[src/hw/rtl/mpeg_ps_pes_header_parser_unit_assert.svh]
// assertion macros used by the parser top level
`ifndef MPEG_PS_PES_HEADER_PARSER_UNIT_ASSERT_SVH
`define MPEG_PS_PES_HEADER_PARSER_UNIT_ASSERT_SVH

`ifndef NO_ASSERTIONS
// same-cycle implication, checked on every rising edge outside reset
`define MPSPH_ASSERT_IMPLY(lbl, clk, rst, ante, cons, msg) \
  lbl: assert property (@(posedge clk) disable iff (rst) (ante) |-> (cons)) \
    else $error(msg);
// next-cycle implication
`define MPSPH_ASSERT_NEXT(lbl, clk, rst, ante, cons, msg) \
  lbl: assert property (@(posedge clk) disable iff (rst) (ante) |=> (cons)) \
    else $error(msg);
`else
`define MPSPH_ASSERT_IMPLY(lbl, clk, rst, ante, cons, msg)
`define MPSPH_ASSERT_NEXT(lbl, clk, rst, ante, cons, msg)
`endif

`endif

[src/hw/rtl/mpsph_pkg.sv]
// types and constants of the program stream pes header parser
package mpsph_pkg;

  typedef enum logic [4:0] {
    PH_SEARCH,
    PH_SKIPLEN_H,
    PH_SKIPLEN_L,
    PH_LEN_H,
    PH_LEN_L,
    PH_STUFF,
    PH_BUF1,
    PH_BUF2,
    PH_M2FLAGS,
    PH_M2HLEN,
    PH_PTS,
    PH_DTS,
    PH_M2SKIP,
    PH_SUBID,
    PH_SUBSKIP,
    PH_PAYLOAD
  } phase_t;

  typedef enum logic [1:0] {
    KIND_HEADER    = 2'd0,
    KIND_PAYLOAD   = 2'd1,
    KIND_SYNC_LOST = 2'd2
  } kind_t;

  localparam logic [16:0] SYNC_LIMIT_RESET = 17'd100000;
  localparam logic [23:0] WINDOW_RESET     = 24'h0000ff;
  localparam logic [23:0] START_PREFIX     = 24'h000001;

  typedef struct packed {
    logic [23:0] scan_window;
    logic [16:0] scan_count;
    phase_t      phase;
    logic [15:0] packet_remaining;
    logic [7:0]  header_remaining;
    logic [7:0]  pes_flags;
    logic [3:0]  field_byte_count;
    logic [32:0] pts_acc;
    logic [32:0] dts_acc;
    logic [8:0]  current_code;
  } state_t;

  localparam state_t STATE_RESET = '{
    scan_window:      WINDOW_RESET,
    scan_count:       17'd0,
    phase:            PH_SEARCH,
    packet_remaining: 16'd0,
    header_remaining: 8'd0,
    pes_flags:        8'd0,
    field_byte_count: 4'd0,
    pts_acc:          33'd0,
    dts_acc:          33'd0,
    current_code:     9'd0
  };

  typedef struct packed {
    kind_t       kind;
    logic [7:0]  stream_id;
    logic        is_substream;
    logic [32:0] pts;
    logic [32:0] dts;
    logic        pts_valid;
    logic        dts_valid;
    logic [15:0] payload_length;
    logic [7:0]  payload_byte;
    logic        last;
  } result_t;

endpackage

[src/hw/rtl/mpsph_step.sv]
// per-byte parser transition: next state and optional result
module mpsph_step
  import mpsph_pkg::*;
(
  input  state_t      cur,
  input  logic [7:0]  data_byte,
  input  logic [16:0] sync_limit,
  output state_t      nxt,
  output logic        res_valid,
  output result_t     res
);

  // timestamp byte feed, marker bits dropped
  function automatic logic [32:0] ts_feed(input logic [32:0] acc, input logic [2:0] idx,
                                          input logic [7:0] b);
    logic [32:0] r;
    case (idx)
      3'd0:         r = {30'd0, b[3:1]};
      3'd1, 3'd3:   r = {acc[24:0], b};
      default:      r = {acc[25:0], b[7:1]};
    endcase
    return r;
  endfunction

  state_t      s;
  logic        do_classify;
  logic        allow_buf;
  logic        do_after_ts;
  logic        do_post;
  logic        do_emit;
  logic        do_resync;
  logic [16:0] limit;
  logic [15:0] pr_need;
  logic [7:0]  hr_need;
  logic [3:0]  fbc_inc;
  logic [32:0] ts_val;

  assign limit   = (sync_limit == 17'd0) ? 17'd1 : sync_limit;
  assign fbc_inc = cur.field_byte_count + 4'd1;

  always_comb begin
    s           = cur;
    res         = '0;
    res_valid   = 1'b0;
    do_classify = 1'b0;
    allow_buf   = 1'b0;
    do_after_ts = 1'b0;
    do_post     = 1'b0;
    do_emit     = 1'b0;
    do_resync   = 1'b0;
    pr_need     = 16'd0;
    hr_need     = 8'd0;
    ts_val      = 33'd0;

    case (cur.phase)
      PH_SEARCH: begin
        s.scan_window = {cur.scan_window[15:0], data_byte};
        s.scan_count  = cur.scan_count + 17'd1;
        if (cur.scan_window == START_PREFIX) begin
          s.current_code = {1'b1, data_byte};
          if (data_byte == 8'hbe || data_byte == 8'hbf) begin
            s.phase = PH_SKIPLEN_H;
          end else if ((data_byte >= 8'hc0 && data_byte <= 8'hef) || data_byte == 8'hbd) begin
            s.phase = PH_LEN_H;
          end else begin
            do_resync = 1'b1;
          end
        end else if (s.scan_count >= limit) begin
          res.kind  = KIND_SYNC_LOST;
          res_valid = 1'b1;
          do_resync = 1'b1;
        end
      end
      PH_SKIPLEN_H: s.phase = PH_SKIPLEN_L;
      PH_SKIPLEN_L: do_resync = 1'b1;
      PH_LEN_H: begin
        s.packet_remaining = {data_byte, 8'h00};
        s.phase            = PH_LEN_L;
      end
      PH_LEN_L: begin
        s.packet_remaining = {cur.packet_remaining[15:8], data_byte};
        s.pes_flags        = 8'd0;
        if (s.packet_remaining == 16'd0) begin
          do_resync = 1'b1;
        end else begin
          s.phase = PH_STUFF;
        end
      end
      PH_STUFF: begin
        s.packet_remaining = cur.packet_remaining - 16'd1;
        if (data_byte == 8'hff) begin
          if (s.packet_remaining == 16'd0) begin
            do_resync = 1'b1;
          end
        end else begin
          do_classify = 1'b1;
          allow_buf   = 1'b1;
        end
      end
      PH_BUF1: s.phase = PH_BUF2;
      PH_BUF2: do_classify = 1'b1;
      PH_M2FLAGS: begin
        s.pes_flags = {data_byte[7], data_byte[7] & data_byte[6], 5'd0, 1'b1};
        s.phase     = PH_M2HLEN;
      end
      PH_M2HLEN: begin
        if (cur.packet_remaining < 16'd2 ||
            {8'd0, data_byte} > (cur.packet_remaining - 16'd2)) begin
          do_resync = 1'b1;
        end else begin
          s.packet_remaining = cur.packet_remaining - 16'd2 - {8'd0, data_byte};
          s.header_remaining = data_byte;
          if (cur.pes_flags[7]) begin
            s.field_byte_count = 4'd0;
            s.phase            = PH_PTS;
          end else begin
            do_after_ts = 1'b1;
          end
        end
      end
      PH_PTS: begin
        ts_val             = ts_feed(cur.pts_acc, cur.field_byte_count[2:0], data_byte);
        s.pts_acc          = ts_val;
        s.field_byte_count = fbc_inc;
        if (fbc_inc >= 4'd5) begin
          if (cur.pes_flags[6]) begin
            s.field_byte_count = 4'd0;
            s.phase            = PH_DTS;
          end else begin
            s.dts_acc   = ts_val;
            do_after_ts = 1'b1;
          end
        end
      end
      PH_DTS: begin
        s.dts_acc          = ts_feed(cur.dts_acc, cur.field_byte_count[2:0], data_byte);
        s.field_byte_count = fbc_inc;
        if (fbc_inc >= 4'd5) begin
          do_after_ts = 1'b1;
        end
      end
      PH_M2SKIP: begin
        s.header_remaining = cur.header_remaining - 8'd1;
        if (s.header_remaining == 8'd0) begin
          do_post = 1'b1;
        end
      end
      PH_SUBID: begin
        s.packet_remaining = cur.packet_remaining - 16'd1;
        s.current_code     = {1'b0, data_byte};
        if (data_byte[7:6] == 2'b10) begin
          if (s.packet_remaining < 16'd3) begin
            do_resync = 1'b1;
          end else begin
            s.packet_remaining = s.packet_remaining - 16'd3;
            s.field_byte_count = 4'd0;
            s.phase            = PH_SUBSKIP;
          end
        end else begin
          do_emit = 1'b1;
        end
      end
      PH_SUBSKIP: begin
        s.field_byte_count = fbc_inc;
        if (fbc_inc >= 4'd3) begin
          do_emit = 1'b1;
        end
      end
      PH_PAYLOAD: begin
        s.packet_remaining = cur.packet_remaining - 16'd1;
        res.kind           = KIND_PAYLOAD;
        res.stream_id      = cur.current_code[7:0];
        res.is_substream   = ~cur.current_code[8];
        res.payload_byte   = data_byte;
        res.last           = (s.packet_remaining == 16'd0);
        res_valid          = 1'b1;
        if (s.packet_remaining == 16'd0) begin
          do_resync = 1'b1;
        end
      end
      default: do_resync = 1'b1;
    endcase

    // mpeg-1 buffer, stamp or no-stamp flags byte, or mpeg-2 marker
    if (do_classify) begin
      if (allow_buf && data_byte[7:6] == 2'b01) begin
        if (s.packet_remaining < 16'd2) begin
          do_resync = 1'b1;
        end else begin
          s.packet_remaining = s.packet_remaining - 16'd2;
          s.phase            = PH_BUF1;
        end
      end else if (data_byte[7:5] == 3'b001) begin
        pr_need = data_byte[4] ? 16'd9 : 16'd4;
        if (s.packet_remaining < pr_need) begin
          do_resync = 1'b1;
        end else begin
          s.packet_remaining = s.packet_remaining - pr_need;
          s.pes_flags        = data_byte[4] ? 8'hc0 : 8'h80;
          s.pts_acc          = ts_feed(33'd0, 3'd0, data_byte);
          s.field_byte_count = 4'd1;
          s.phase            = PH_PTS;
        end
      end else if (data_byte[7:6] == 2'b10) begin
        s.phase = PH_M2FLAGS;
      end else if (data_byte == 8'h0f) begin
        s.pes_flags = 8'd0;
        do_post     = 1'b1;
      end else begin
        do_resync = 1'b1;
      end
    end

    // mpeg-2 header length accounting after timestamps
    if (do_after_ts) begin
      if (s.pes_flags[0]) begin
        hr_need = s.pes_flags[6] ? 8'd10 : (s.pes_flags[7] ? 8'd5 : 8'd0);
        if (s.header_remaining < hr_need) begin
          do_resync = 1'b1;
        end else begin
          s.header_remaining = s.header_remaining - hr_need;
          if (s.header_remaining != 8'd0) begin
            s.phase = PH_M2SKIP;
          end else begin
            do_post = 1'b1;
          end
        end
      end else begin
        do_post = 1'b1;
      end
    end

    // private stream 1 carries a substream id first
    if (do_post) begin
      if (s.current_code == 9'h1bd) begin
        if (s.packet_remaining == 16'd0) begin
          do_resync = 1'b1;
        end else begin
          s.phase = PH_SUBID;
        end
      end else begin
        do_emit = 1'b1;
      end
    end

    if (do_emit) begin
      res.kind           = KIND_HEADER;
      res.stream_id      = s.current_code[7:0];
      res.is_substream   = ~s.current_code[8];
      res.pts_valid      = s.pes_flags[7];
      res.dts_valid      = s.pes_flags[7];
      res.pts            = s.pes_flags[7] ? s.pts_acc : 33'd0;
      res.dts            = s.pes_flags[7] ? s.dts_acc : 33'd0;
      res.payload_length = s.packet_remaining;
      res.last           = (s.packet_remaining == 16'd0);
      res_valid          = 1'b1;
      if (s.packet_remaining == 16'd0) begin
        do_resync = 1'b1;
      end else begin
        s.phase = PH_PAYLOAD;
      end
    end

    if (do_resync) begin
      s.phase       = PH_SEARCH;
      s.scan_window = WINDOW_RESET;
      s.scan_count  = 17'd0;
    end

    nxt = s;
  end

endmodule

[src/hw/rtl/mpeg_ps_pes_header_parser_unit.sv]
// top level of the program stream pes header parser
//
// usage: program stream bytes enter on the s_axis channel, one item per byte.
// results leave on m_axis: a header record per audio, video or private-1
// packet, then its payload bytes (tlast on the final item of the packet),
// or a sync-lost item when sync_limit bytes pass without a start code.
// packets of other kinds are skipped and produce no item.
// sync_limit is written over the cfg channel (always ready); the user must
// write it only while idle, the block itself does not enforce this.
// path: an accepted byte lands in the input register, is parsed once the
// result register is free, and its result is then held on m_axis.
// throughput: one byte per cycle while m_axis is not stalled, set by the
// combinational parse step between the input and the result register.
// a stalled receiver holds the result register; an empty input register still
// takes one more byte, then s_axis_tready drops until the result is taken.
// reset: synchronous, clears both valid flags, puts the parser back into
// start code search with a clear window and sets sync_limit to 100000.
`include "mpeg_ps_pes_header_parser_unit_assert.svh"

module mpeg_ps_pes_header_parser_unit
  import mpsph_pkg::*;
(
  input  logic         clk,
  input  logic         rst,
  // stream bytes in
  input  logic         s_axis_tvalid,
  output logic         s_axis_tready,
  input  logic [7:0]   s_axis_tdata,   // data_byte[7:0]
  // results out
  output logic         m_axis_tvalid,
  input  logic         m_axis_tready,
  // stream_id[7:0], pts[40:8], dts[73:41], pts_valid[74], dts_valid[75],
  // payload_length[91:76], payload_byte[99:92], zero pad[103:100]
  output logic [103:0] m_axis_tdata,
  output logic [2:0]   m_axis_tuser,   // kind[1:0], is_substream[2]
  output logic         m_axis_tlast,
  // sync_limit register write
  input  logic         cfg_valid,
  output logic         cfg_ready,
  input  logic [16:0]  cfg_data
);

  logic        in_valid;
  logic [7:0]  in_byte;
  logic        advance;
  logic        proc;
  logic [16:0] sync_limit;
  state_t      state;
  state_t      state_next;
  logic        step_valid;
  result_t     step_res;
  logic        out_valid;
  result_t     out_res;

  // result register frees up when empty or being taken
  assign advance       = !out_valid || m_axis_tready;
  assign s_axis_tready = !in_valid || advance;
  assign proc          = in_valid && advance;
  assign cfg_ready     = 1'b1;

  // input register
  always_ff @(posedge clk) begin
    if (rst) begin
      in_valid <= 1'b0;
    end else if (s_axis_tready) begin
      in_valid <= s_axis_tvalid;
    end
  end

  always_ff @(posedge clk) begin
    if (s_axis_tvalid && s_axis_tready) begin
      in_byte <= s_axis_tdata;
    end
  end

  // configuration
  always_ff @(posedge clk) begin
    if (rst) begin
      sync_limit <= SYNC_LIMIT_RESET;
    end else if (cfg_valid && cfg_ready) begin
      sync_limit <= cfg_data;
    end
  end

  // parse step
  mpsph_step u_step (
    .cur        (state),
    .data_byte  (in_byte),
    .sync_limit (sync_limit),
    .nxt        (state_next),
    .res_valid  (step_valid),
    .res        (step_res)
  );

  // parser state advances once per processed byte
  always_ff @(posedge clk) begin
    if (rst) begin
      state <= STATE_RESET;
    end else if (proc) begin
      state <= state_next;
    end
  end

  // result register
  always_ff @(posedge clk) begin
    if (rst) begin
      out_valid <= 1'b0;
    end else if (advance) begin
      out_valid <= proc && step_valid;
    end
  end

  always_ff @(posedge clk) begin
    if (proc && step_valid) begin
      out_res <= step_res;
    end
  end

  assign m_axis_tvalid = out_valid;
  assign m_axis_tdata  = {4'd0, out_res.payload_byte, out_res.payload_length,
                          out_res.dts_valid, out_res.pts_valid, out_res.dts,
                          out_res.pts, out_res.stream_id};
  assign m_axis_tuser  = {out_res.is_substream, out_res.kind};
  assign m_axis_tlast  = out_res.last;

  // checks
  `MPSPH_ASSERT_NEXT(a_in_hold, clk, rst, in_valid && !advance,
    in_valid && $stable(in_byte), "input register lost a byte while stalled")
  `MPSPH_ASSERT_IMPLY(a_sync_lost_not_last, clk, rst,
    out_valid && out_res.kind == KIND_SYNC_LOST, !out_res.last,
    "sync-lost item marked last")
  `MPSPH_ASSERT_IMPLY(a_header_last, clk, rst,
    out_valid && out_res.kind == KIND_HEADER,
    out_res.last == (out_res.payload_length == 16'd0),
    "header last mark disagrees with payload length")
  `MPSPH_ASSERT_IMPLY(a_payload_no_ts, clk, rst,
    out_valid && out_res.kind == KIND_PAYLOAD,
    !out_res.pts_valid && !out_res.dts_valid && out_res.payload_length == 16'd0,
    "payload item carries header fields")

endmodule

[config.mk]
export PLATFORM = sky130hd
export DESIGN_NAME = mpeg_ps_pes_header_parser_unit
export DESIGN_NICKNAME = d
export VERILOG_FILES = /design/src/hw/rtl/mpsph_pkg.sv /design/src/hw/rtl/mpsph_step.sv /design/src/hw/rtl/mpeg_ps_pes_header_parser_unit.sv
export VERILOG_INCLUDE_DIRS = /design/src /design/src/hw/rtl
export SDC_FILE = /design/constraint.sdc
export NUM_CORES = 1
export LEC_CHECK = 0
export ABC_CLOCK_PERIOD_IN_PS = 15100
export BUFFER_PORTS_ARGS = -buffer_cell sky130_fd_sc_hd__buf_2
export CORE_MARGIN = 5
export CORE_UTILIZATION = 55
export DETAILED_ROUTE_END_ITERATION = 8
export GPL_ROUTABILITY_DRIVEN = 0
export PLACE_DENSITY_LB_ADDON = 0.3
export SYNTH_ARGS = -nofsm -noshare
export SYNTH_HDL_FRONTEND = slang
export SYNTH_HIERARCHICAL = 1
export SYNTH_SLANG_ARGS = --single-unit
[constraint.sdc]
create_clock -name clk -period 15.1 [get_ports clk]
set_input_delay 3.02 -clock clk [delete_from_list [all_inputs] [get_ports clk]]
set_output_delay 3.02 -clock clk [all_outputs]
set_load 0.02 [all_outputs]
After elaboration in Yosys (flattened, before gate mapping)
Cells that the tools add are included.
{"block": "totals", "out_inout_bits": 111, "register_bits": 287}
{"block": "op_classes", "reduce_logical": 27, "n_eq_ne": 26, "bitwise_logic": 3, "add_sub_neg": 10, "n_lt_le_gt_ge": 11, "muxes": 125}
{"cell": "$pmux 33 s2", "n": 3}
{"cell": "$mux 33", "n": 5}
{"cell": "$mux 45", "n": 3}
{"cell": "$mux 21", "n": 6}
{"cell": "$mux 93", "n": 1}
{"cell": "$mux 5", "n": 18}
{"cell": "$pmux 16 s5", "n": 1}
{"cell": "$mux 8", "n": 7}
{"cell": "$mux 1", "n": 51}
{"cell": "$logic_not 16->1", "n": 3}
{"cell": "$lt 16x2->1 const B", "n": 3}
{"cell": "$sub 16x2->16 const B", "n": 3}
{"cell": "$mux 46", "n": 1}
{"cell": "$pmux 5 s9", "n": 1}
{"cell": "$mux 41", "n": 1}
{"cell": "$eq 5x4->1 const B", "n": 8}
{"cell": "$mux 37", "n": 1}
{"cell": "$eq 8x8->1 const B", "n": 4}
{"cell": "$pmux 8 s2", "n": 2}
{"cell": "$mux 29", "n": 1}
{"cell": "$mux 4", "n": 7}
{"cell": "$eq 24x1->1 const B", "n": 1}
{"cell": "$eq 5x3->1 const B", "n": 4}
{"cell": "$mux 9", "n": 2}
{"cell": "48 further kinds", "n": 65}

Depth between registers and ports, before layout
Gate-level depths: netlist of the first run.
{"block": "depth", "depth_word": 24, "depth_mapped": 41}

Modules after synthesis
Netlist of the first run, hierarchy kept.
{"module": "mpeg_ps_pes_header_parser_unit", "instances": 1, "area_per_inst_um2": 11121.9, "cells_each": 867}
{"module": "mpsph_step", "instances": 1, "area_per_inst_um2": 9694.3, "cells_each": 1506}

Worst setup path after synthesis of the first run
Ideal clock, no wire load.
{"block": "synth_path", "path_type": "reg2reg", "start": "register state[95] in the netlist's numbering", "end": "register out_res (netlist bit m_axis_tdata[0]) (enable)", "synth_period_minus_slack_ns": 11.690, "path_slack_ns": 3.410, "required_time_ns": 14.531, "setup_time_ns": 0.569, "stages_incl_launch_ff": 41, "arrival_time_ns": 11.121, "path_cell_list": "dfxtp_1 buf_1 inv_1 ha_1 or3b_2 clkbuf_1 o22ai_1 or2_2 buf_1 a21oi_1 nand4_1 a21oi_1 nor2_1 nor2_1 a21oi_1 a41oi_1 inv_1 ha_1 (+5 left out) nand2_1 a41oi_1 o22ai_1 inv_1 ha_1 nor2b_1 o21ai_0 nand2b_1 a211o_1 xor2_1 and4_1 or4_1 a21oi_1 buf_2 buf_1 nand2_1 nand2_1 nor2_1"}
{"item": "start, declared", "line": "mpeg_ps_pes_header_parser_unit.sv:48", "source": "state_t state;"}
{"item": "start signal, assigned", "line": "mpeg_ps_pes_header_parser_unit.sv:100", "source": "state <= state_next;"}
{"item": "end signal, assigned", "line": "mpeg_ps_pes_header_parser_unit.sv:115", "source": "out_res <= step_res;"}
{"item": "end, declared", "line": "mpeg_ps_pes_header_parser_unit.sv:53", "source": "result_t out_res;"}

==> flow_metrics.tcl, run 1 <==
set metrics [dict create \
    synthCells 2347 \
    hold_class "flop to flop" \
    avgSynthCellArea_um2 8.76 \
    fin_setup_tns_ns 0 \
    cts_num_sinks 283 \
    htree_num_levels 1 \
    cp_slowest_cell "buf_4" \
    drc_errors 0 \
    numCtsBuffers 31 \
    ir_worst_vdd_uv 95.4 \
    tightest_slew_ns 1.19 \
    cts_resized 0 \
    routed_wirelength_um 58000 \
    vias_per_cell 6.34 \
    finalCriticalPeriod_ns 10.01 \
    setup_viol 0 \
    grt_setup_unrepaired "false" \
    finalHoldViolCount 0 \
    p_leak_nw 8.50 \
    drive_gt1_share_pct 12.8 \
    drtAntennaViolNets 0 \
    post_cts_buffers 0 \
    drv_cap 0 \
    dieWidth_um 203 \
    core_area_um2 36800 \
    cp.arrival_ns 10.22 \
    ioPinCount 141 \
    max_freq_mhz 99.9 \
    crit_path_start_kind "flop" \
    gr-usage-met3_pct 4.80 \
    rrSetupSlack_ns 5.09 \
    critical_path.top_delay_family "simple AND/OR/NAND/NOR gates" \
    vias 18000 \
    portBuffers 135 \
    layout.nets 2431 \
    n_fill_cell 3162 \
    critPathMaxFanout 61 \
    hpwl_um 40600 \
    fin_skew_ns 0.0170 \
    synth_area_um2 20600 \
    timing.final.crit_share_pct 66.3 \
    slew_violations 0 \
    area.growth.synth_to_final_pct 7.42 \
    grt_use_met2_pct 42.3 \
    rows 70 \
    grt.total_usage_pct 26.4 \
    first_pass_iters 7 \
    cpMostUsedCell "ha_1" \
    crit_buf_inv 5 \
    initial_core_util_pct 55.9 \
    clock_path_buffers 3 \
    cts_hold_buf 0 \
    busiest_layer "met2" \
    max-slew-margin-rel_pct 20.9 \
    fin_util_pct 60.1 \
    tritoncts "yes" \
    grt_max_degree 188 \
    grt_pass1_wl_um 91000 \
    routedWlPerCell_um 20.4 \
    worstPathRequired_ns 15.31 \
    multiInputGateArea_um2 12600 \
    power.density_nw_per_um2 76.4 \
    synth_warnings 6 \
    cts-root-buf "clkbuf_16" \
    insertion_delay_ns 0.59 \
    criticalPathCategory "flop to flop" \
    status "complete, no violations" \
    critPathMaxStageDelay_ns 0.70 \
    drtIter0Drc 2402 \
    antenna_found_initial 0 \
    grt_pass1_vias 16900 \
    die_y_um 203 \
    grt_overflow 0 \
    grt_use_met1_pct 36.7 \
    endpoint_kind "flop" \
    final-seq-area_um2 6790 \
    cts.reportedPaths.clkPinSlew_ns 0.07 \
    dieArea_um2 41400 \
]
==> registers in the layout, indices dropped and copies added, names as in the netlist <==
name and count:
m_axis_tdata 100, sync_limit 17, m_axis_tlast 1, in_valid 1, in_byte 8, m_axis_tvalid 1
state 152, m_axis_tuser 3
==> placed cells by master, fill, tap and decap left out, drive strengths merged, types with 66 or more instances in the layout <==
cell	count
a211oi	66
and2	78
buf	159
dfxtp	171
edfxtp	112
inv	74
mux2i	184
nand2	184
nand2b	306
nor2	173
o21ai	93
==> metal layers <==
| layer | wire, µm | part of all wire [%] |
|---|---|---|
| met5 | 0 | 0 |
| met4 | 2070 | 3.6 |
| met3 | 5780 | 10 |
| met2 | 25700 | 44 |
| met1 | 24400 | 42 |
==> report_power, final <==
group | switching [mW] | internal (mW) | leakage, nW
clock | 0.322 | 0.422 | 0.484
sequential | 0.0172 | 0.798 | 2.66
combinational | 0.0721 | 0.0552 | 5.35
total | 0.412 | 1.28 | 8.50
==> path summary, 6_finish.rpt <==
kind,startpoint,to,cells past startpoint
max reg2reg,state[96],m_axis_tdata[87],36
min reg2reg,state[74],state[74],2
min,state[74],state[74],2
max,state[96],m_axis_tdata[87],36
==> cell type report <==
cell class	instances	area share [%]
Sequential cell	283	30.7
Antenna cell	1	0.0113
Multi-Input combinational cell	1803	57.0
Clock inverter	16	0.753
Timing Repair Buffer	159	3.90
Inverter	73	1.24
Clock buffer	42	3.74
Tap cell	468	2.65
==> metrics by stage <==
| stage | worst slack (ns) | cell area, µm² | cells | hold WS, ns | total power, mW |
|---|---|---|---|---|---|
| after floorplan | 3.41 | 20600 | 2350 | 0.444 | 0.929 |
| after global placement | 5.80 | 21100 | 2786 | 0.459 | 0.952 |
| after detailed placement | 5.39 | 21100 | 2786 | 0.470 | 0.955 |
| after CTS | 5.37 | 22100 | 2844 | 0.478 | 1.70 |
| after global routing | 4.54 | 22100 | 2844 | 0.497 | 1.74 |
| final | 5.09 | 22100 | 2845 | 0.477 | 1.69 |
==> tightest hold or removal path, cell delays in order (launching register included) <==
cell	delay (ns)
dfxtp_1	0.31
nand2b_1	0.06
mux2i_1	0.06
Power figures use the tool's default switching activity.
==> run 2: changes to the inputs <==
ABC_AREA = 1   (was default)
ABC_CLOCK_PERIOD_IN_PS = 10020   (was 15100)
clock period = 10.02 ns   (was 15.1 ns; I/O delays follow)
==> run 2 against run 1 <==
  * Flip-flop and latch count unchanged
  * Synthesized area increased by 0.66%
  * Fmax increased by 10%
  * Cell count increased by 32%
  * Die area increased by 0.63%
  * Via count increased by 18%
  * Sequential share of layout area decreased by 0.31 points
  * Setup slack got worse by 4.2 ns
  * Clock power increased by 59%
  * Critical path depth increased by 16
  * Largest power group unchanged
==> flow_metrics.tcl, run 2 <==
set metrics [dict create \
    status "complete, no violations" \
    hold_path_depth 2 \
    finalCriticalPeriod_ns 9.10 \
    antennaDiodeCount 0 \
    synthCells 3180 \
    rrSetupSlack_ns 0.92 \
    dpl.cell_count 3686 \
    grt_max_degree 153 \
    cp.arrival_ns 9.59 \
    area.growth.synth_to_final_pct 7.85 \
    ir_worst_vdd_uv 146 \
    swShare_pct 34.9 \
    cts_hold_buf 0 \
    portBuffers 135 \
    dieArea_um2 41600 \
    drc_errors 0 \
    clock_path_buffers 3 \
    internal-power_mw 2.22 \
    vias 21300 \
    critPathMaxStageDelay_ns 0.59 \
    initial_core_util_pct 55.4 \
    dieWidth_um 204 \
    crit_path_start_kind "flop" \
    slew_violations 0 \
    top_register "state" \
    drive_gt1_share_pct 10.4 \
    drtIter0Drc 2938 \
    min_from "sync_limit[16]" \
    switching_power_mw 1.19 \
    htree_num_levels 1 \
    crit_buf_inv 8 \
    worstPathRequired_ns 10.51 \
    synth_warnings 6 \
    avgSynthCellArea_um2 6.51 \
    cp_slowest_cell "a21oi_2" \
    cts.reportedPaths.clkPinSlew_ns 0.06 \
    numCtsBuffers 31 \
    grt.total_usage_pct 28.9 \
    routed_wirelength_um 62500 \
    pwr-share-seq_pct 38.3 \
    p_leak_nw 10.0 \
    drv_cap 0 \
    r2r_end "state[149]" \
    layout_commonest_cell "nand2_1" \
    critical_path.top_delay_family "simple AND/OR/NAND/NOR gates" \
    grt_pass1_wl_um 99400 \
    antenna_found_initial 1 \
    insertion_delay_ns 0.60 \
    power.density_nw_per_um2 152 \
    ioPinCount 141 \
    vias_per_cell 5.69 \
    max_freq_mhz 110 \
    combinationalPowerShare_pct 27.2 \
    tightest_slew_ns 1.16 \
    cpMostUsedCell "nand2_1" \
    r2r_start "state[96]" \
    setup_viol 0 \
    r2r_cells 52 \
    grt_pass1_vias 19300 \
    fin_skew_ns 0.0130 \
    core_area_um2 37400 \
    grt_setup_unrepaired "false" \
    layout_common_cells "nand2_1 (741), inv_1 (477), nor2_1 (425)" \
    criticalPathCategory "flop to flop" \
    min_to "sync_limit[16]" \
    drtAntennaViolNets 0 \
    largest_register_ffs 152 \
    grt_overflow 0 \
    endpoint_kind "flop" \
    rows 71 \
    tritoncts "yes" \
    timing.final.crit_share_pct 90.8 \
    first_pass_iters 8 \
    pwr-share-clk_pct 34.6 \
    die_y_um 204 \
    hpwl_um 43800 \
    cts-root-buf "clkbuf_16" \
    instances_no_fill 3744 \
    max-slew-margin-rel_pct 22.2 \
    cts_num_sinks 283 \
    synth_area_um2 20700 \
    routedWlPerCell_um 16.7 \
    layout.nets 3288 \
    fin_setup_tns_ns 0 \
    crit_path_start "state[96]" \
    finalHoldViolCount 0 \
    critPathMaxFanout 18 \
    hold_class "flop to flop" \
]
run 2: worst register-to-register path: cells and delay by family, from the launching register on:
| family | cells | cell delay, ns |
|---|---|---|
| buffers and inverters | 8 | 1.19 |
| AOI/OAI and AO/OA | 10 | 2.37 |
| DFF | 1 | 0.32 |
| adders and majority gates | 5 | 1.50 |
| xor gates and xnor gates | 2 | 0.31 |
| and+or+nand+nor | 27 | 3.31 |
run 2: how the worst max path moves through the flow:
stage	to	slack, ns	cells past startpoint
6_report	state[149]	0.92	52
5_1_grt	state[151]	0.11	53
4_1_cts	state[149]	0.96	53
3_5_place_dp	state[149]	1.0	53
3_3_place_gp	state[130]	1.41	53
2_1_floorplan	m_axis_tdata[0]	0.1	50
run 2: area by class of cell:
type,count,area (µm²)
Clock buffer,41,845
Clock inverter,17,191
Sequential cell,283,6790
Timing Repair Buffer,161,896
Inverter,507,1910
Tap cell,511,639
Multi-Input combinational cell,2224,11100
Fill cell,3478,15100
run 2: metrics by stage:
| stage | cell area (µm²) | power [mW] | worst slack (ns) | utilization (%) | hold slack, ns |
|---|---|---|---|---|---|
| 3_5_place_dp | 21300 | 2.22 | 0.999 | 56.9 | 0.443 |
| 3_3_place_gp | 21300 | 2.19 | 1.41 | 56.9 | 0.440 |
| 4_1_cts | 22300 | 3.40 | 0.957 | 59.7 | 0.458 |
| 2_1_floorplan | 20700 | 2.02 | 0.0957 | - | 0.429 |
| 6_report | 22300 | 3.40 | 0.917 | 59.7 | 0.454 |
| 5_1_grt | 22300 | 3.58 | 0.114 | 59.7 | 0.473 |
run 2: metal layers:
layer	part of all wire, %	track usage, %
met1	40	39.8
met2	42	43.7
met3	13	7.44
met4	4.3	11.2
met5	0.011	0
run 2: what timing repair did:
action	CTS	global route
endpoints found under the setup margin	0	12
gates resized for setup	0	1
buffers inserted	0	0
run 2: power by group through the flow:
stage                     combinational (mW)  clock [mW]  sequential [mW]
after CTS                              0.899        1.20             1.30
final                                  0.925        1.18             1.30
after global placement                 0.872           0             1.32
after floorplan                        0.709           0             1.32
after detailed placement               0.893           0             1.32
after global routing                    1.02        1.24             1.31
